==> src/hdl/sdspcf_pkg.sv <==
package sdspcf_pkg;

   localparam int MAX_WIDTH_DEF  = 256;
   localparam int MAX_HEIGHT_DEF = 256;
   localparam int MAX_RADIUS_DEF = 3;

   localparam int DIM_W      = 9;
   localparam int RAD_W      = 2;
   localparam int VIS_W      = 17;
   localparam int DEPTH_W    = 24;
   localparam int COORD_W    = 8;
   localparam int QPOS_W     = 12;
   localparam int QUOT_W     = 17;
   localparam int WORD_W     = DEPTH_W + 1;
   localparam int REQ_DATA_W = 112;
   localparam int REQ_USER_W = 2;
   localparam int RSP_DATA_W = 24;
   localparam int RSP_PAD_W  = RSP_DATA_W - VIS_W - 1;
   localparam int CSR_IDX_W  = 2;
   localparam int CSR_DATA_W = 17;

   localparam logic [VIS_W-1:0] ONE_Q16 = VIS_W'(65536);

   typedef enum logic [REQ_USER_W-1:0] {
      OP_WRITE = 2'd0,
      OP_QUERY = 2'd1,
      OP_CLEAR = 2'd2,
      OP_NONE  = 2'd3
   } op_type;

   typedef enum logic [CSR_IDX_W-1:0] {
      CSR_MAP_WIDTH  = 2'd0,
      CSR_MAP_HEIGHT = 2'd1,
      CSR_PCF_RADIUS = 2'd2,
      CSR_MIN_VIS    = 2'd3
   } csr_idx_type;

   typedef struct packed {
      logic capture;
      logic clr_step;
      logic scan;
      logic wr_update;
      logic div_start;
      logic mul;
      logic fin;
      logic out_load;
   } cmd_type;

   typedef struct packed {
      logic clr_last;
      logic scan_last;
      logic div_done;
   } sts_type;

endpackage

==> src/hdl/sdspcf_ctrl.sv <==
module sdspcf_ctrl import sdspcf_pkg::*; (
   input  logic                  clock,
   input  logic                  reset,
   input  logic                  req_tvalid,
   output logic                  req_tready,
   input  logic [REQ_USER_W-1:0] req_tuser,
   output logic                  rsp_tvalid,
   input  logic                  rsp_tready,
   output cmd_type               cmd,
   input  sts_type               sts
);

   typedef enum logic [11:0] {
      S_INIT_CLR = 12'b0000_0000_0001,
      S_IDLE     = 12'b0000_0000_0010,
      S_CLR      = 12'b0000_0000_0100,
      S_WR_RD    = 12'b0000_0000_1000,
      S_WR_UPD   = 12'b0000_0001_0000,
      S_SCAN     = 12'b0000_0010_0000,
      S_DRAIN    = 12'b0000_0100_0000,
      S_DIV_GO   = 12'b0000_1000_0000,
      S_DIV_WAIT = 12'b0001_0000_0000,
      S_MUL      = 12'b0010_0000_0000,
      S_FIN      = 12'b0100_0000_0000,
      S_DONE     = 12'b1000_0000_0000
   } state_type;

   state_type state_ff;
   state_type state_in;
   logic      rsp_valid_ff;
   logic      rsp_valid_in;

   always_comb begin
      state_in       = state_ff;
      cmd            = '0;
      req_tready     = 1'b0;
      unique case (state_ff)
         S_INIT_CLR: begin
            cmd.clr_step = 1'b1;
            if (sts.clr_last) state_in = S_IDLE;
         end
         S_IDLE: begin
            req_tready  = 1'b1;
            cmd.capture = req_tvalid;
            if (req_tvalid) begin
               unique case (op_type'(req_tuser))
                  OP_WRITE: state_in = S_WR_RD;
                  OP_QUERY: state_in = S_SCAN;
                  OP_CLEAR: state_in = S_CLR;
                  OP_NONE:  state_in = S_DONE;
                  default:  state_in = S_DONE;
               endcase
            end
         end
         S_CLR: begin
            cmd.clr_step = 1'b1;
            if (sts.clr_last) state_in = S_DONE;
         end
         S_WR_RD: state_in = S_WR_UPD;
         S_WR_UPD: begin
            cmd.wr_update = 1'b1;
            state_in      = S_DONE;
         end
         S_SCAN: begin
            cmd.scan = 1'b1;
            if (sts.scan_last) state_in = S_DRAIN;
         end
         S_DRAIN: state_in = S_DIV_GO;
         S_DIV_GO: begin
            cmd.div_start = 1'b1;
            state_in      = S_DIV_WAIT;
         end
         S_DIV_WAIT: begin
            if (sts.div_done) state_in = S_MUL;
         end
         S_MUL: begin
            cmd.mul  = 1'b1;
            state_in = S_FIN;
         end
         S_FIN: begin
            cmd.fin  = 1'b1;
            state_in = S_DONE;
         end
         S_DONE: begin
            if (!rsp_valid_ff || rsp_tready) begin
               cmd.out_load = 1'b1;
               state_in     = S_IDLE;
            end
         end
         default: state_in = S_IDLE;
      endcase
   end

   assign rsp_valid_in = cmd.out_load || (rsp_valid_ff && !rsp_tready);

   always_ff @(posedge clock) begin
      if (reset) begin
         state_ff     <= S_INIT_CLR;
         rsp_valid_ff <= 1'b0;
      end else begin
         state_ff     <= state_in;
         rsp_valid_ff <= rsp_valid_in;
      end
   end

   assign rsp_tvalid = rsp_valid_ff;

endmodule

==> config.mk <==
export PLATFORM = sky130hd
export DESIGN_NAME = sdspcf_ctrl
export DESIGN_NICKNAME = d
export VERILOG_FILES = /design/src/hdl/sdspcf_pkg.sv /design/src/hdl/sdspcf_ctrl.sv
export SDC_FILE = /design/constraint.sdc
export NUM_CORES = 1
export LEC_CHECK = 0
export BUFFER_PORTS_ARGS = -buffer_cell sky130_fd_sc_hd__buf_2
export CAP_MARGIN = 25
export CORE_UTILIZATION = 48
export DETAILED_ROUTE_END_ITERATION = 7
export HOLD_SLACK_MARGIN = 0.15
export PLACE_DENSITY = 0.74
export SYNTH_ARGS = -nofsm -noshare
export SYNTH_HDL_FRONTEND = slang
export SYNTH_SLANG_ARGS = --single-unit
export TNS_END_PERCENT = 1
==> constraint.sdc <==
create_clock -name clock -period 1.8 [get_ports clock]
set_input_delay 0.45 -clock clock [delete_from_list [all_inputs] [get_ports clock]]
set_output_delay 0.45 -clock clock [all_outputs]
set_load 0.02 [all_outputs]
* Yosys cells after proc, flatten, opt, wreduce, memory -nomap -nowiden
Index checks and enable logic that the tools add are counted.
** Word-level totals
- Flip-flop bits (word level) :: 13
- Input port bits :: 9
- Logic and storage cells :: 50
** Operators by class
- Eq/ne operators :: 21
- Multiplexer cells :: 18
- Reductions and logical operators :: 9
** Operators by type and width (number)
- one-hot mux 12 bit (11 select lines) :: 1
- two-way mux 12 bit :: 6
- one-hot mux 12 bit (4 select lines) :: 1
- equality test 12 x 1 -> 1 bit (second input constant) :: 1
- equality test 12 x 10 -> 1 bit (second input constant) :: 1
- equality test 12 x 11 -> 1 bit (second input constant) :: 1
- equality test 12 bit (second input constant) :: 1
- equality test 12 x 2 -> 1 bit (second input constant) :: 1
- equality test 12 x 3 -> 1 bit (second input constant) :: 1
- equality test 12 x 4 -> 1 bit (second input constant) :: 1
- equality test 12 x 5 -> 1 bit (second input constant) :: 1
- equality test 12 x 6 -> 1 bit (second input constant) :: 1
- equality test 12 x 7 -> 1 bit (second input constant) :: 1
- equality test 12 x 8 -> 1 bit (second input constant) :: 1
- equality test 12 x 9 -> 1 bit (second input constant) :: 1
- inequality test 2 bit (second input constant) :: 6
- two-way mux 1 bit :: 10
- AND reduction 6 bit :: 1
- equality test 2 bit (second input constant) :: 2
- OR reduction 2 bit :: 2
- equality test 2 x 1 -> 1 bit (second input constant) :: 1
- zero test 1 bit :: 2
- zero test 2 bit :: 1
- logical OR 1 bit :: 2
- logical AND 1 bit :: 1

* Depth between registers and ports, before layout
- Depth after elaboration :: 5
- Mapped depth :: 6
- Gate-level depth less buffers :: 5

* Worst setup path before layout
No wires, ideal clock.
- Kind :: reg2out
- From :: register state_ff[0]
- To :: output cmd[3] (netlist bit)
- Data arrival time :: 1.603 ns
- Setup slack :: -0.253 ns
- Stages on the path, launching flop included :: 6
- Buffers on the path :: 1
- Path through :: dfxtp_1 > buf_6 > or4_4 > nor2_4 > nand2_2 > nor3b_2
** RTL lines
- start, declared :: line sdspcf_ctrl.sv:28 : state_type state_ff;
- start signal, assigned :: line sdspcf_ctrl.sv:101 : state_ff <= state_in;
- end, declared :: line sdspcf_ctrl.sv:9 : output cmd_type cmd,

==> impl_results.md <==
* GPL Wtd Cong at 0.922
* Wire per inst at 18.9 um
* CTS clk-pin slew, worst paths at 0.09 ns
* R2R setup slack at -0.11 ns
* Share of layout cells above drive strength 1 at 58.6%
* Top Family by Delay on Critical Path: simple AND/OR/NAND/NOR gates
* ANT nets after route at 0
* Worst-path cell chain: or4_4, nor2_4, buf_4, and3_4, buf_6
* Switching Power at 0.272 mW
* P per Cell Area at 533 nW/um^2
* Vias in the first global route at 1067
* Leak pwr at 0.633 nW
* Largest net degree at the start of global routing at 10
* # diodes at 0
* DR DRC count at 0
* Worst-Skew Late Latency at 0.30 ns
* Sequential fraction of the synthesis area at 27.0%
* Die Width at 46.8 um
* Clock Path Buffers at 2
* Endpoint of the worst register-to-register path: state_ff[11]
* Clk_skew at 0.00673 ns
* Switching share of power at 34.4%
* Initial antenna violation count at 0
* Reg2Reg Depth at 5
* Overall power at 0.792 mW
* Ports at 19
* Post-DR vias/cell at 6.37
* DIE AREA at 2190 sq um
* Hold_ws at 0.355 ns
* RR Startpoint: state_ff[4]
* Min-Delay Endpoint: state_ff[3]
* WP data arrival at 1.77 ns
* Fin crit period at 2.22 ns
* Clk sinks at 13
* Slowest stage cell, crit path: or4_4
* Total Nets Final at 172
* Async S/R FF share, synth at 0%
* Hold crit path type: primary input to flop
* Clock power share at 25.4%
* Mapped Area at 962 sq um
* Total of max-cap violations at 0
* Critical Path End Type: primary output
* Peak VDD IR at 523 uV
* Dpl hpwl at 2220 um
* Max Slew Vio Count at 0
* #FFs+latches synth at 13
* Worst Max-Slew Pin Slew at 0.383 ns
* Hold_sp: req_tuser[0]
* First-pass GRT wire length at 4930 um
* CP bufs+invs at 2
* Final worst slack at -0.416 ns
* Hold Path Depth at 2
* Core ar. at 1800 sq um
* Cell internal pwr at 0.520 mW
* Fmax at 451 MHz
* Period utilization at 123%
* Placed cell count at 179
* Yosys cell types at 45
* GRT overflow at 0
* Post-Layout Cell Count at 187
* Final core utilization at 82.5%
* Setup violators final at 17
* CTS tree: built
* Gate power share at 36.2%
* WP data required at 1.35 ns
* Violated checks: setup timing
* Die height at 46.8 um
* Post-Syn Nets at 120
* Synth Area per Inst at 8.67 sq um
* Total GRT Usage at 33.4%
* Relative max-transition margin at 74.4%
* CTS Hold Buffers Added at 0
* Synth-to-Final Area Change at 54.5%
* Critical Path Source Type: flop
* Root Buffer: clkbuf_4
* Status: complete, but fails checks
* CTS Buf Count at 3
* Yosys warns at 0
* Row Count at 15
* CTS H-tree depth at 1
* I/O Buffers at 18
* CP max FO at 3
* Crit-path max cell delay at 0.56 ns
* Routed WL at 3540 um
* RSZ-0062 raised after global routing: true
* Vias at 1191
* Setup TNS at -3.22 ns
* Synth Flop Type: dfxtp_1
* Initial Util at 53.4%
* First-pass detailed-route iteration total at 4
* Part of the power in registers at 38.4%
* 1st-iter DRT viols at 42
* Worst Setup Path Type: flop to primary output
* Hold Vio Cnt, Final at 0
* Post-synth EDFFs at 0
* Gate Count Post-Synth at 111
[Yosys cell counts, types with 2 or more instances]
cell type	number	area [sq um]
dfxtp_1	13	260
nor3_1	7	35.0
nor4_1	7	43.8
nand4_1	6	37.5
nor2_1	6	22.5
buf_2	5	25.0
nand2_1	5	18.8
xnor2_1	4	35.0
inv_1	3	11.3
nand3_1	3	15.0
nor2b_1	3	18.8
nor3b_1	3	22.5
or4_4	3	33.8
a31oi_1	2	12.5
and3_1	2	12.5
buf_6	2	22.5
nand2_2	2	12.5
nor3_2	2	20.0
nor4_4	2	42.5
nor4b_1	2	17.5
o21ai_0	2	10.0
or3_1	2	12.5
or4_1	2	15.0
or4b_1	2	20.0
[stage by stage]
stage                     cell area (sq um)  setup slack [ns]
after floorplan                         980            -0.152
after global placement                 1290           -0.0798
after detailed placement               1290            -0.125
after CTS                              1420            -0.385
after global routing                   1490            -0.470
final                                  1490            -0.416
[worst register-to-register path, delay by kind of cell (launching register included)]
kind                   cells  cell delay, ns
AOI/OAI and AO/OA          1            0.35
buffers and inverters      1            0.17
DFF                        1            0.35
and+or+nand+nor            3            0.93
[registers in the layout, summed over array words and instances, names as in the netlist]
signal / flops
rsp_tvalid: 1
state_ff: 12
[timing repair]
action,4_1_cts,5_1_grt
gates resized for setup,23,15
setup endpoints to repair,11,18
buffers inserted,2,2
pin swaps,9,6
[how the worst max path moves through the flow]
stage	from	to	slack (ns)	depth (start not counted)
2_1_floorplan	state_ff[3]	cmd[3]	-0.15	5
3_3_place_gp	state_ff[11]	cmd[3]	-0.08	5
3_5_place_dp	state_ff[11]	cmd[3]	-0.13	5
4_1_cts	state_ff[3]	cmd[3]	-0.39	5
5_1_grt	state_ff[10]	cmd[3]	-0.47	5
6_report	state_ff[10]	cmd[4]	-0.42	5
[kinds of logic after synthesis]
| family | count (synthesis) | synth area share, % |
|---|---|---|
| AO/OA/AOI/OAI | 16 | 12.2 |
| buffers and inverters | 12 | 7.02 |
| XOR/XNOR | 5 | 4.55 |
| AND/OR/NAND/NOR | 65 | 49.2 |
| flip-flops | 13 | 27.0 |
[final cells by class]
cell class,count,area (sq um)
clock buffer,3,22.5
clock inverter,1,5.00
fill,108,315
inverter,3,11.3
multi-input combinational,86,723
sequential,13,268
tap,25,31.3
timing repair buffer,56,425
[routing by layer]
| metal | track usage (%) | wire, um |
|---|---|---|
| met5 | 0 | 0 |
| met4 | 22.9 | 159 |
| met1 | 38.6 | 1310 |
| met3 | 8.08 | 275 |
| met2 | 54.4 | 1790 |
[power groups by stage]
stage	clock [mW]	sequential, mW	combinational (mW)
6_report	0.201	0.304	0.287
5_1_grt	0.209	0.305	0.303
4_1_cts	0.194	0.303	0.257
3_5_place_dp	0	0.310	0.233
3_3_place_gp	0	0.309	0.226
2_1_floorplan	0	0.308	0.135
[placed cells by master, fill, tap and decap left out, drive strengths merged, types with 2 or more instances in the layout]
master  instances
xnor2           4
nor4b           2
o21ai           3
dfxtp          13
or4b            3
nand3           3
nor3            9
nand4           6
and3            2
or4             5
or3             2
inv             3
clkbuf          3
buf            56
nand4b          2
nor2b           3
nand2           7
nor4            9
nor2            7
a31oi           2
a21oi           2
nor3b           4
(Power assumes the default switching activity.)
